`config.mk`:
```
export PLATFORM = sky130hd
export DESIGN_NAME = accel_window_fault_detector
export DESIGN_NICKNAME = d
export VERILOG_FILES = /design/src/hdl/awfd_pkg.sv /design/src/hdl/awfd_cell.sv /design/src/hdl/awfd_stats.sv /design/src/hdl/accel_window_fault_detector.sv
export SDC_FILE = /design/constraint.sdc
export NUM_CORES = 2
export LEC_CHECK = 0
export ABC_AREA = 1
export BUFFER_PORTS_ARGS = -buffer_cell sky130_fd_sc_hd__buf_2
export CORE_MARGIN = 10
export CORE_UTILIZATION = 60
export DETAILED_ROUTE_END_ITERATION = 6
export PLACE_DENSITY = 0.85
export SLEW_MARGIN = 20
export SYNTH_ARGS = -nofsm -noshare
export SYNTH_HDL_FRONTEND = slang
export SYNTH_HIERARCHICAL = 1
export SYNTH_SLANG_ARGS = --single-unit
```
`constraint.sdc`:
```
create_clock -name i_clk -period 12 [get_ports i_clk]
set_input_delay 0.6 -clock i_clk [delete_from_list [all_inputs] [get_ports i_clk]]
set_output_delay 0.6 -clock i_clk [all_outputs]
set_load 0.005 [all_outputs]
```
`src/hdl/awfd_pkg.sv`:
```
`timescale 1ns / 1ps
// Shared types and constants of the acceleration window fault detector.
// No dependencies; used by awfd_stats and accel_window_fault_detector.
package awfd_pkg;

    // Configuration register fields.
    localparam int TIME_W  = 32;
    localparam int LIMIT_W = 17;
    localparam int CFG_W   = 32;
    localparam int IDX_W   = 3;

    // Register indexes on the config port.
    localparam logic [IDX_W-1:0] REG_THRUST_MS      = 3'd0;
    localparam logic [IDX_W-1:0] REG_GROUND_MAX_MAG = 3'd1;
    localparam logic [IDX_W-1:0] REG_GROUND_MAX_DEV = 3'd2;
    localparam logic [IDX_W-1:0] REG_THRUST_MAX_MAG = 3'd3;
    localparam logic [IDX_W-1:0] REG_THRUST_MAX_DEV = 3'd4;
    localparam logic [IDX_W-1:0] REG_CRUISE_MAX_MAG = 3'd5;
    localparam logic [IDX_W-1:0] REG_CRUISE_MAX_DEV = 3'd6;

    // Reset values.
    localparam logic [TIME_W-1:0]  THRUST_MS_RST      = 32'd15000;
    localparam logic [LIMIT_W-1:0] GROUND_MAX_MAG_RST = 17'd51200;
    localparam logic [LIMIT_W-1:0] GROUND_MAX_DEV_RST = 17'd25600;
    localparam logic [LIMIT_W-1:0] THRUST_MAX_MAG_RST = 17'd38400;
    localparam logic [LIMIT_W-1:0] THRUST_MAX_DEV_RST = 17'd12800;
    localparam logic [LIMIT_W-1:0] CRUISE_MAX_MAG_RST = 17'd12800;
    localparam logic [LIMIT_W-1:0] CRUISE_MAX_DEV_RST = 17'd3840;

    // Flight phase codes.
    localparam int PHASE_W = 2;
    localparam logic [PHASE_W-1:0] PHASE_GROUND = 2'd0;
    localparam logic [PHASE_W-1:0] PHASE_THRUST = 2'd1;
    localparam logic [PHASE_W-1:0] PHASE_CRUISE = 2'd2;

    localparam int COUNT_OUT_W = 3;

    // Sequencer to statistics unit.
    typedef struct packed {
        logic acc_clr;   // start of a new word: clear sums
        logic acc_en;    // one window entry passes the tail
        logic prod_en;   // form n*S2, S1^2, n^2*L^2
        logic cmp_en;    // final deviation compare
    } t_stats_ctl;

endpackage

```
`src/hdl/awfd_cell.sv`:
```
`timescale 1ns / 1ps
// One window cell: holds one sample magnitude, takes its neighbor's value on shift.
// No package dependency.
module awfd_cell #(
    parameter int DATA_W = 17
) (
    input  logic              i_clk,
    input  logic              i_rst_n,
    input  logic              i_shift,
    input  logic [DATA_W-1:0] i_data,
    output logic [DATA_W-1:0] o_data
);

    logic [DATA_W-1:0] r_value;

    // Window starts all zero; unwritten entries add nothing to the sums.
    always_ff @(posedge i_clk) begin
        if (!i_rst_n) begin
            r_value <= '0;
        end else if (i_shift) begin
            r_value <= i_data;
        end
    end

    assign o_data = r_value;

endmodule

```
`src/hdl/awfd_stats.sv`:
```
`timescale 1ns / 1ps
// Window sums and exact deviation test n*S2 - S1^2 > n^2*L^2.
// Depends on awfd_pkg (t_stats_ctl, LIMIT_W).
module awfd_stats #(
    parameter int WINDOW_LEN = 5,
    parameter int MAG_W      = 17
) (
    input  logic                                  i_clk,
    input  awfd_pkg::t_stats_ctl                  i_ctl,
    input  logic [MAG_W-1:0]                      i_tail,
    input  logic [$clog2(WINDOW_LEN+1)-1:0]       i_count,
    input  logic [awfd_pkg::LIMIT_W-1:0]          i_max_dev,
    output logic                                  o_dev_over
);

    localparam int CW   = $clog2(WINDOW_LEN + 1);
    localparam int LW   = awfd_pkg::LIMIT_W;
    localparam int S1W  = MAG_W + CW;
    localparam int S2W  = 2 * MAG_W + CW;
    localparam int PW   = 2 * S1W;
    localparam int LHW  = (PW > 64) ? 64 : PW;   // difference kept to at most 64 bits
    localparam int RW   = 2 * CW + 2 * LW;
    localparam int CMPW = (LHW > RW) ? LHW : RW;

    logic [S1W-1:0]    r_s1;
    logic [S2W-1:0]    r_s2;
    logic [2*LW-1:0]   r_lim_sq;
    logic [2*CW-1:0]   r_nn;
    logic [PW-1:0]     r_ns2;
    logic [PW-1:0]     r_s1sq;
    logic [RW-1:0]     r_rhs;
    logic              r_dev_over;

    logic [2*MAG_W-1:0] w_sq;
    logic [2*LW-1:0]    w_lim_sq;
    logic [2*CW-1:0]    w_nn;
    logic [PW-1:0]      w_ns2;
    logic [PW-1:0]      w_s1sq;
    logic [RW-1:0]      w_rhs;
    logic [PW-1:0]      w_diff;
    logic [LHW-1:0]     w_lhs;

    assign w_sq     = i_tail * i_tail;
    assign w_lim_sq = i_max_dev * i_max_dev;
    assign w_nn     = i_count * i_count;
    assign w_ns2    = PW'(i_count) * PW'(r_s2);
    assign w_s1sq   = PW'(r_s1) * PW'(r_s1);
    assign w_rhs    = RW'(r_nn) * RW'(r_lim_sq);
    assign w_diff   = r_ns2 - r_s1sq;
    assign w_lhs    = w_diff[LHW-1:0];

    always_ff @(posedge i_clk) begin
        if (i_ctl.acc_clr) begin
            r_s1 <= '0;
            r_s2 <= '0;
        end else if (i_ctl.acc_en) begin
            r_s1 <= r_s1 + S1W'(i_tail);
            r_s2 <= r_s2 + S2W'(w_sq);
        end
        if (i_ctl.acc_en) begin
            r_lim_sq <= w_lim_sq;
            r_nn     <= w_nn;
        end
        if (i_ctl.prod_en) begin
            r_ns2  <= w_ns2;
            r_s1sq <= w_s1sq;
            r_rhs  <= w_rhs;
        end
        // fewer than two samples: deviation is zero, never over
        if (i_ctl.cmp_en) begin
            r_dev_over <= (i_count >= CW'(2)) && (CMPW'(w_lhs) > CMPW'(r_rhs));
        end
    end

    assign o_dev_over = r_dev_over;

endmodule

```
`src/hdl/accel_window_fault_detector.sv`:
```
`timescale 1ns / 1ps
// Top level of the acceleration window fault detector: config registers, sequencer,
// window cell chain and output register. Depends on awfd_pkg, awfd_cell, awfd_stats.
//
// Usage:
//   Input channel (i_in_valid / o_in_stall) carries one word: a signed Q9.8 sample,
//   the current ms tick and the launch time (0 = not launched). Output channel
//   (o_out_valid / i_out_stall) returns one word per input: fault, phase, count.
//   A word moves on a rising edge with valid high and stall low.
//   An accepted word walks the window chain past the single square-and-add unit,
//   one entry per cycle (S_ACC), then passes the product stage (S_PROD) and the
//   compare stage (S_CMP); S_OUT then loads the output register. One word is in
//   work at a time, so a new word is taken only after the last result is loaded.
//   The input is taken again as soon as the result sits in the output register, so a
//   stalled receiver only blocks once a second result is ready.
//   Config: write i_cfg_data to register i_cfg_index when i_cfg_we is high, only
//   while no word is in work. Index 7 is ignored.
//   Reset (synchronous, active low): window cleared, count zero, launch time
//   unlatched, limits back to their defaults, both channels empty.
module accel_window_fault_detector #(
    parameter int WINDOW_LEN  = 5,
    parameter int SAMPLE_BITS = 18
) (
    input  logic                                 i_clk,
    input  logic                                 i_rst_n,
    // input channel
    input  logic                                 i_in_valid,
    output logic                                 o_in_stall,
    input  logic signed [SAMPLE_BITS-1:0]        i_accel_sample,
    input  logic [awfd_pkg::TIME_W-1:0]          i_now_ms,
    input  logic [awfd_pkg::TIME_W-1:0]          i_launch_ms,
    // output channel
    output logic                                 o_out_valid,
    input  logic                                 i_out_stall,
    output logic                                 o_fault,
    output logic [awfd_pkg::PHASE_W-1:0]         o_phase,
    output logic [awfd_pkg::COUNT_OUT_W-1:0]     o_window_count,
    // config write port
    input  logic                                 i_cfg_we,
    input  logic [awfd_pkg::IDX_W-1:0]           i_cfg_index,
    input  logic [awfd_pkg::CFG_W-1:0]           i_cfg_data
);

    localparam int MAG_W = SAMPLE_BITS - 1;
    localparam int CW    = $clog2(WINDOW_LEN + 1);
    localparam int SW    = $clog2(WINDOW_LEN);
    localparam int LW    = awfd_pkg::LIMIT_W;
    localparam int TW    = awfd_pkg::TIME_W;
    localparam int MCW   = (MAG_W > LW) ? MAG_W : LW;
    localparam logic [SW-1:0] LAST_STEP = SW'(WINDOW_LEN - 1);
    localparam logic [CW-1:0] FULL_CNT  = CW'(WINDOW_LEN);

    typedef enum logic [2:0] {
        S_IDLE,
        S_ACC,
        S_PROD,
        S_CMP,
        S_OUT
    } t_state;

    // ---------------- config registers ----------------
    logic [TW-1:0] r_thrust_ms;
    logic [LW-1:0] r_ground_mag, r_ground_dev;
    logic [LW-1:0] r_thrust_mag, r_thrust_dev;
    logic [LW-1:0] r_cruise_mag, r_cruise_dev;

    always_ff @(posedge i_clk) begin
        if (!i_rst_n) begin
            r_thrust_ms  <= awfd_pkg::THRUST_MS_RST;
            r_ground_mag <= awfd_pkg::GROUND_MAX_MAG_RST;
            r_ground_dev <= awfd_pkg::GROUND_MAX_DEV_RST;
            r_thrust_mag <= awfd_pkg::THRUST_MAX_MAG_RST;
            r_thrust_dev <= awfd_pkg::THRUST_MAX_DEV_RST;
            r_cruise_mag <= awfd_pkg::CRUISE_MAX_MAG_RST;
            r_cruise_dev <= awfd_pkg::CRUISE_MAX_DEV_RST;
        end else if (i_cfg_we) begin
            case (i_cfg_index)
                awfd_pkg::REG_THRUST_MS:      r_thrust_ms  <= i_cfg_data[TW-1:0];
                awfd_pkg::REG_GROUND_MAX_MAG: r_ground_mag <= i_cfg_data[LW-1:0];
                awfd_pkg::REG_GROUND_MAX_DEV: r_ground_dev <= i_cfg_data[LW-1:0];
                awfd_pkg::REG_THRUST_MAX_MAG: r_thrust_mag <= i_cfg_data[LW-1:0];
                awfd_pkg::REG_THRUST_MAX_DEV: r_thrust_dev <= i_cfg_data[LW-1:0];
                awfd_pkg::REG_CRUISE_MAX_MAG: r_cruise_mag <= i_cfg_data[LW-1:0];
                awfd_pkg::REG_CRUISE_MAX_DEV: r_cruise_dev <= i_cfg_data[LW-1:0];
                default: ;
            endcase
        end
    end

    // ---------------- front end: magnitude, phase, limits ----------------
    t_state r_state;
    logic   w_accept;

    assign o_in_stall = (r_state != S_IDLE);
    assign w_accept   = i_in_valid && !o_in_stall;

    logic [SAMPLE_BITS-1:0] w_neg;
    logic [SAMPLE_BITS-1:0] w_abs;
    logic [MAG_W-1:0]       w_mag;

    // most negative sample has no positive twin: saturate to the largest magnitude
    assign w_neg = ~i_accel_sample + SAMPLE_BITS'(1);
    assign w_abs = i_accel_sample[SAMPLE_BITS-1] ? w_neg : i_accel_sample;
    assign w_mag = w_abs[SAMPLE_BITS-1] ? {MAG_W{1'b1}} : w_abs[MAG_W-1:0];

    logic [TW-1:0]                 r_latched;
    logic [TW-1:0]                 w_launch;
    logic [TW-1:0]                 w_elapsed;
    logic [awfd_pkg::PHASE_W-1:0]  w_phase;
    logic [LW-1:0]                 w_max_mag;
    logic [LW-1:0]                 w_max_dev;

    // any nonzero launch time overwrites the latched one
    assign w_launch  = (i_launch_ms != '0) ? i_launch_ms : r_latched;
    assign w_elapsed = i_now_ms - w_launch;   // wraps mod 2^32

    always_comb begin
        if (w_launch == '0) begin
            w_phase   = awfd_pkg::PHASE_GROUND;
            w_max_mag = r_ground_mag;
            w_max_dev = r_ground_dev;
        end else if (w_elapsed < r_thrust_ms) begin
            w_phase   = awfd_pkg::PHASE_THRUST;
            w_max_mag = r_thrust_mag;
            w_max_dev = r_thrust_dev;
        end else begin
            w_phase   = awfd_pkg::PHASE_CRUISE;
            w_max_mag = r_cruise_mag;
            w_max_dev = r_cruise_dev;
        end
    end

    // ---------------- window cell chain ----------------
    // New magnitude enters at cell 0 and the oldest falls off the end. During the
    // sum walk the chain rotates once, tail feeding head, so it ends where it began.
    logic              w_shift;
    logic [MAG_W-1:0]  w_head;
    logic [MAG_W-1:0]  w_chain [WINDOW_LEN];
    logic [MAG_W-1:0]  w_tail;

    assign w_shift = w_accept || (r_state == S_ACC);
    assign w_tail  = w_chain[WINDOW_LEN-1];
    assign w_head  = w_accept ? w_mag : w_tail;

    genvar g;
    generate
        for (g = 0; g < WINDOW_LEN; g++) begin : g_cell
            if (g == 0) begin : g_first
                awfd_cell #(.DATA_W(MAG_W)) u_cell (
                    .i_clk   (i_clk),
                    .i_rst_n (i_rst_n),
                    .i_shift (w_shift),
                    .i_data  (w_head),
                    .o_data  (w_chain[g])
                );
            end else begin : g_next
                awfd_cell #(.DATA_W(MAG_W)) u_cell (
                    .i_clk   (i_clk),
                    .i_rst_n (i_rst_n),
                    .i_shift (w_shift),
                    .i_data  (w_chain[g-1]),
                    .o_data  (w_chain[g])
                );
            end
        end
    endgenerate

    // ---------------- statistics ----------------
    awfd_pkg::t_stats_ctl w_ctl;
    logic                 w_dev_over;
    logic [CW-1:0]        r_count;
    logic [LW-1:0]        r_max_dev;

    assign w_ctl.acc_clr = w_accept;
    assign w_ctl.acc_en  = (r_state == S_ACC);
    assign w_ctl.prod_en = (r_state == S_PROD);
    assign w_ctl.cmp_en  = (r_state == S_CMP);

    awfd_stats #(
        .WINDOW_LEN (WINDOW_LEN),
        .MAG_W      (MAG_W)
    ) u_stats (
        .i_clk      (i_clk),
        .i_ctl      (w_ctl),
        .i_tail     (w_tail),
        .i_count    (r_count),
        .i_max_dev  (r_max_dev),
        .o_dev_over (w_dev_over)
    );

    // ---------------- sequencer and output register ----------------
    logic [SW-1:0]                 r_step;
    logic                          r_mag_fault;
    logic [awfd_pkg::PHASE_W-1:0]  r_phase;
    logic                          r_out_valid;
    logic                          r_out_fault;
    logic                          r_out_mag_fault;
    logic [awfd_pkg::PHASE_W-1:0]  r_out_phase;
    logic [CW-1:0]                 r_out_count;
    logic                          w_out_free;

    assign w_out_free = !r_out_valid || !i_out_stall;

    always_ff @(posedge i_clk) begin
        if (!i_rst_n) begin
            r_state     <= S_IDLE;
            r_step      <= '0;
            r_count     <= '0;
            r_latched   <= '0;
            r_out_valid <= 1'b0;
        end else begin
            // S_OUT reloads the output register itself
            if (r_out_valid && !i_out_stall && (r_state != S_OUT)) begin
                r_out_valid <= 1'b0;
            end
            case (r_state)
                S_IDLE: begin
                    if (w_accept) begin
                        r_state     <= S_ACC;
                        r_step      <= '0;
                        r_latched   <= w_launch;
                        r_count     <= (r_count == FULL_CNT) ? r_count : r_count + CW'(1);
                        r_phase     <= w_phase;
                        r_max_dev   <= w_max_dev;
                        r_mag_fault <= MCW'(w_mag) > MCW'(w_max_mag);
                    end
                end
                S_ACC: begin
                    r_step <= r_step + SW'(1);
                    if (r_step == LAST_STEP) begin
                        r_state <= S_PROD;
                    end
                end
                S_PROD: r_state <= S_CMP;
                S_CMP:  r_state <= S_OUT;
                S_OUT: begin
                    if (w_out_free) begin
                        r_out_valid     <= 1'b1;
                        r_out_fault     <= r_mag_fault || w_dev_over;
                        r_out_mag_fault <= r_mag_fault;
                        r_out_phase     <= r_phase;
                        r_out_count     <= r_count;
                        r_state         <= S_IDLE;
                    end
                end
                default: r_state <= S_IDLE;
            endcase
        end
    end

    assign o_out_valid    = r_out_valid;
    assign o_fault        = r_out_fault;
    assign o_phase        = r_out_phase;
    assign o_window_count = awfd_pkg::COUNT_OUT_W'(r_out_count);

    // ---------------- assertions ----------------
    a_busy_after_accept: assert property (@(posedge i_clk) disable iff (!i_rst_n)
        w_accept |=> o_in_stall)
        else $error("input taken again right after accept");

    a_count_nonzero: assert property (@(posedge i_clk) disable iff (!i_rst_n)
        r_out_valid |-> (r_out_count != '0))
        else $error("result with empty window");

    a_phase_code: assert property (@(posedge i_clk) disable iff (!i_rst_n)
        r_out_valid |-> (r_out_phase == awfd_pkg::PHASE_GROUND ||
                         r_out_phase == awfd_pkg::PHASE_THRUST ||
                         r_out_phase == awfd_pkg::PHASE_CRUISE))
        else $error("bad phase code");

    a_single_sample_dev: assert property (@(posedge i_clk) disable iff (!i_rst_n)
        (r_out_valid && (r_out_count < CW'(2)) && !r_out_mag_fault) |-> !r_out_fault)
        else $error("deviation fault with fewer than two samples");

    a_load_needs_room: assert property (@(posedge i_clk) disable iff (!i_rst_n)
        (r_state == S_OUT && r_out_valid && i_out_stall) |=> (r_state == S_OUT))
        else $error("result dropped while output stalled");

endmodule

```
# After elaboration in Yosys (flattened, before gate mapping)
# Cells that the tools add are included.
[op_classes] addsub=7 multipliers=6 magnitude_cmp=4 eq_ne=16 mux=18 bitwise=2 reduce_logical=29
[op_table] operator="$mux 17" count=6
[op_table] operator="$mul 17x17->34" count=2
[op_table] operator="$gt 40x40->1" count=1
[op_table] operator="$mul 20x20->40" count=1
[op_table] operator="$mul 3x37->40" count=1
[op_table] operator="$mul 6x34->40" count=1
[op_table] operator="$sub 40x40->40" count=1
[op_table] operator="$add 37x34->37" count=1
[op_table] operator="$logic_not 32->1" count=1
[op_table] operator="$lt 32x32->1" count=1
[op_table] operator="$mux 32" count=1
[op_table] operator="$reduce_bool 32->1" count=1
[op_table] operator="$sub 32x32->32" count=1
[op_table] operator="$add 20x17->20" count=1
[op_table] operator="$add 18x2->18 const B" count=1
[op_table] operator="$eq 3x3->1 const B" count=6
[op_table] operator="$mux 18" count=1
[op_table] operator="$not 18->18" count=1
[op_table] operator="$reduce_and 2->1" count=9
[op_table] operator="$gt 17x17->1" count=1
[op_table] operator="$pmux 3 s5" count=1
[op_table] operator="$eq 3x2->1 const B" count=4
[op_table] operator="$mux 3" count=4
[op_table] operator="$reduce_and 3->1" count=4
[op_table] operator="16 further kinds" count=30
[word_totals] regBits=505 inputBits=122 out_inout_bits=8

# Depth between registers and ports, before layout
[depth] word_depth=7 depth_mapped=50 depth_no_buf=48

# By module
# The synthesis kept the hierarchy.
[by_module_without_submodules] module="awfd_stats" n_inst=1 cells_each=7007 area_per_inst_um2=52389.0 seq_area_each_um2=5855.6
[by_module_without_submodules] module="accel_window_fault_detector" n_inst=1 cells_each=1739 area_per_inst_um2=11935.2 seq_area_each_um2=4304.1
[by_module_without_submodules] module="awfd_cell" n_inst=5 cells_each=108 area_per_inst_um2=726.9 seq_area_each_um2=340.3

# Worst setup path before layout
# OpenSTA, ideal clock, no wires.
[synth_path] kind="reg-to-reg" from="register r_state[0]" to="register u_stats.r_ns2[0] (enable)" setup_time_ns=0.599 arrival_time_ns=8.920 required_time_ns=11.401 slack_ns=2.481 path_stages_with_launch=8 n_path_buf=0 period_less_slack_ns=9.519 cell_sequence="dfxtp_1 > inv_1 > nor3_1 > inv_1 > a21oi_1 > or2_2 > nor2_1 > nor2_1"
[synth_rtl] item="start: declaration" line_no="accel_window_fault_detector.sv:91" rtl="t_state r_state;"
[synth_rtl] item="start signal: assignment" line_no="accel_window_fault_detector.sv:206" rtl="r_state <= S_IDLE;"
[synth_rtl] item="start signal: assignment" line_no="accel_window_fault_detector.sv:219" rtl="r_state <= S_ACC;"
[synth_rtl] item="start signal: assignment" line_no="accel_window_fault_detector.sv:231" rtl="r_state <= S_PROD;"
[synth_rtl] item="end signal: assignment" line_no="awfd_stats.sv:65" rtl="r_ns2 <= w_ns2;"
[synth_rtl] item="end: declaration" line_no="awfd_stats.sv:29" rtl="logic [PW-1:0] r_ns2;"

# Worst setup path after layout
[layout_path] from="input port i_launch_ms[22] (netlist name)" to="register r_mag_fault, data pin"
[layout_via] elab_chain_cells=7
[layout_lines] item="start: declaration" line_no="accel_window_fault_detector.sv:31" rtl="input logic [awfd_pkg::TIME_W-1:0] i_launch_ms,"
[layout_lines] item="$reduce_bool 32->1 *" line_no="accel_window_fault_detector.sv:114" rtl="assign w_launch = (i_launch_ms != '0) ? i_launch_ms : r_latched;"
[layout_lines] item="$mux 32 *" line_no="accel_window_fault_detector.sv:114"
[layout_lines] item="net w_launch[0]" line_no="accel_window_fault_detector.sv:107" rtl="logic [TW-1:0] w_launch;"
[layout_lines] item="$sub 32x32->32" line_no="accel_window_fault_detector.sv:115" rtl="assign w_elapsed = i_now_ms - w_launch;"
[layout_lines] item="$lt 32x32->1" line_no="accel_window_fault_detector.sv:122" rtl="end else if (w_elapsed < r_thrust_ms) begin"
[layout_lines] item="$mux 17" line_no="accel_window_fault_detector.sv:122"
[layout_lines] item="$mux 17 *" line_no="accel_window_fault_detector.sv:118" rtl="if (w_launch == '0) begin"
[layout_lines] item="$gt 17x17->1 *" line_no="accel_window_fault_detector.sv:225" rtl="r_mag_fault <= MCW'(w_mag) > MCW'(w_max_mag);"
[layout_lines] item="end signal: assignment" line_no="accel_window_fault_detector.sv:225"
[layout_lines] item="end: declaration" line_no="accel_window_fault_detector.sv:193" rtl="logic r_mag_fault;"
# Mark *: on every way through the listed nets, which the timed path passes. The rest lies on a longest branch.
# A chain may end at the register's enable or synchronous reset.

==> results.yml <==
grt:
  first_pass_grt_wire_length_mm: 303
  maximum_number_of_pins_on_one_net_before_global_route_repair: 92
  globalRouteTotalUtil: 0.292
  globalRouteOverflowTotal: 0
  grt_antenna_before_repair: 1
  via_count_of_the_first_global_routing_pass: 59800
finish:
  most_frequent_standard_cell_in_the_layout_excluding_fill_and_tap_cells: "sky130_fd_sc_hd__nand2_1"
  nFillCells: 9680
  final_core_utilization: 0.637
  layout_common_cells: "sky130_fd_sc_hd__nand2_1, sky130_fd_sc_hd__inv_1, sky130_fd_sc_hd__fa_1"
  n_antenna_cell: 0
  design.final.nets: 10900
  area_growth_pct: 5.50
  drive_above_1_share: 0.0383
die:
  floorplan.initialDensity: 0.604
  ios: 130
  core.rowCount: 123
  die_height_um: 357
  fp.coreArea_um2: 112000
  die_boundary_width_um: 357
  floorplan.die_area_um2: 127000
synthesis:
  synth_async_sr_flop_share: 0
  synth_ff_type: "sky130_fd_sc_hd__dfxtp_1"
  synth_cells: 9286
  count_of_flip_flops_with_a_built_in_enable_after_synthesis: 183
  synthesis.area_per_instance_um2: 7.32
  ys_seq_area_frac: 0.175
  warning_count_from_the_yosys_run: 6
  synth_cell_type_count: 58
  netlist_area_um2: 68000
  synth.ff_latch_count: 501
min_path:
  worst_min_delay_path_class: "input pin to register"
  holdPathStages: 3
  holdPathEnd: "r_thrust_ms[19]$_SDFFE_PN0P_"
  hp-start: "i_cfg_data[19]"
drt:
  drt_first_pass_iters: 6
  detail_route.wl_per_cell_um: 17.1
  antenna_left: 0
  drc: 0
  wl_mm: 185
  detail_route.iter0.violations: 4528
  routed_via_density: 5.41
  route.vias.total: 58500
worst_setup_path:
  worstRegToRegCells: 21
  path_class: "input pin to register"
  worst_setup_path_start_kind: "input pin"
  setup.worst_path.end_class: "register"
  critical_path_depth: 46
  slowest_stage: "sky130_fd_sc_hd__nor2_2"
  cpLargestDelayFamily: "simple AND/OR/NAND/NOR gates"
  timing.critical_path.fanout_max: 50
  rrSetupSlack_ns: 5.10
  crit-reg2reg-capture: "u_stats/r_s1sq[37]$_DFFE_PP_"
  critical-path-top-cell-by-count: "sky130_fd_sc_hd__nand2_1"
  regToRegStartpoint: "u_stats/r_s1[8]$_SDFFE_PP0P_"
  cp.required_ns: 12.43
  cp.arrival_ns: 8.06
  worst_path_max_stage_delay_ns: 0.73
  crit_buf_inv: 9
timing:
  min_period_over_period: 0.636
  max_slew.worst_pin.slew_ns: 1.14
  drv_slew: 0
  finalSetupViolCount: 0
  final.setup.tns_ns: 0
  timing.hold.ws_ns: 0.208
  period_needed_ns: 7.63
  max_freq_ghz: 0.131
  slew-limit-headroom: 0.237
  hold_viol: 0
  rsz_0062_raised_after_global_routing: "false"
  timing.clock.skew_ns: 0.0383
place:
  place.detailed.hpwl_mm: 151
  io_buffers: 129
  routabilityCongestion: 0.959
clock_tree:
  postCtsResizedCells: 0
  cts_sinks: 501
  cts_tree: "yes"
  post-cts-setup-buffer-count: 0
  cts-root-buf: "sky130_fd_sc_hd__clkbuf_16"
  cts.path.max_buffers: 3
  worst_setup_hold_path_clk_slew_ns: 0.06
  clk-insertion-delay-late_ns: 0.68
  cts_buffers: 58
  htree_num_levels: 2
  cts_hold_buffers: 0
job:
  max_cap_violations: 0
status:
  run_status: "finished, final reports clean"
-- routing by layer --
metal	routed length (um)	GRT usage
met3	12400	0.0390
met2	89600	0.503
met1	74900	0.366
met5	0	0
met4	8560	0.122
-- state kept, by name (all words and copies together), names as in the netlist, 32 cells and up --
signal                       cells
g_cell.g_next.u_cell/o_data     68
u_stats/r_ns2                   40
u_stats/r_rhs                   39
u_stats/r_s1sq                  39
u_stats/r_s2                    37
u_stats/r_lim_sq                33
r_latched                       32
r_thrust_ms                     32
-- cell usage after synthesis, types with 141 or more instances --
| cell type | instances | area [um^2] |
|---|---|---|
| sky130_fd_sc_hd__nand3_1 | 252 | 1260 |
| sky130_fd_sc_hd__edfxtp_1 | 183 | 5500 |
| sky130_fd_sc_hd__a21oi_1 | 493 | 2470 |
| sky130_fd_sc_hd__ha_1 | 670 | 8380 |
| sky130_fd_sc_hd__dfxtp_1 | 318 | 6370 |
| sky130_fd_sc_hd__xor2_1 | 141 | 1230 |
| sky130_fd_sc_hd__nand2_1 | 2374 | 8910 |
| sky130_fd_sc_hd__o21ai_0 | 343 | 1720 |
| sky130_fd_sc_hd__clkbuf_1 | 205 | 769 |
| sky130_fd_sc_hd__nor2_1 | 758 | 2850 |
| sky130_fd_sc_hd__fa_1 | 829 | 16600 |
| sky130_fd_sc_hd__inv_1 | 2208 | 8290 |
-- worst max path at each step --
| stage | from | end |
|---|---|---|
| global placement | i_launch_ms[22] | r_mag_fault$_DFFE_PP_ |
| CTS | i_launch_ms[22] | r_mag_fault$_DFFE_PP_ |
| detailed placement | i_launch_ms[22] | r_mag_fault$_DFFE_PP_ |
| global route | i_launch_ms[22] | r_mag_fault$_DFFE_PP_ |
| finish | i_launch_ms[22] | r_mag_fault$_DFFE_PP_ |
| floorplan | r_state[0]$_SDFFE_PN0P_ | u_stats/r_ns2[0]$_DFFE_PP_ |
-- layout make-up --
type	instances	area, um^2	area share
well taps	1500	1880	0.0262
repair buffers	185	1110	0.0155
flip-flops and latches	501	11900	0.165
multi-input cells	6299	46500	0.649
clock inverters	33	357	0.00497
inverters	2225	8350	0.117
clock buffers	75	1610	0.0224
-- stage by stage --
step / cell area (um^2) / setup WS (ns) / cells
final: 71700 / 4.37 / 10800
after detailed placement: 69700 / 3.81 / 10700
after global routing: 71700 / 3.56 / 10800
after global placement: 69700 / 3.83 / 10700
after floorplan: 68000 / 2.48 / 9287
after CTS: 71600 / 4.53 / 10800
-- worst min-delay path: stages --
cell	delay, ns
sky130_fd_sc_hd__buf_2	0.07
sky130_fd_sc_hd__o21ai_0	0.07
sky130_fd_sc_hd__a21oi_1	0.10
-- cell families after synthesis --
logic type      after synthesis  share of synthesized area
compound gates             1021                     0.0817
xor+xnor                    194                     0.0251
fa+ha+maj                  1499                      0.368
buf+inv                    2487                      0.141
flops                       501                      0.175
other cells                   2                   0.000111
simple gates               3582                      0.210
Power is left out: the tool's default activity adds up to more than one toggle a clock period on the data nets, which glitch-free logic cannot reach.
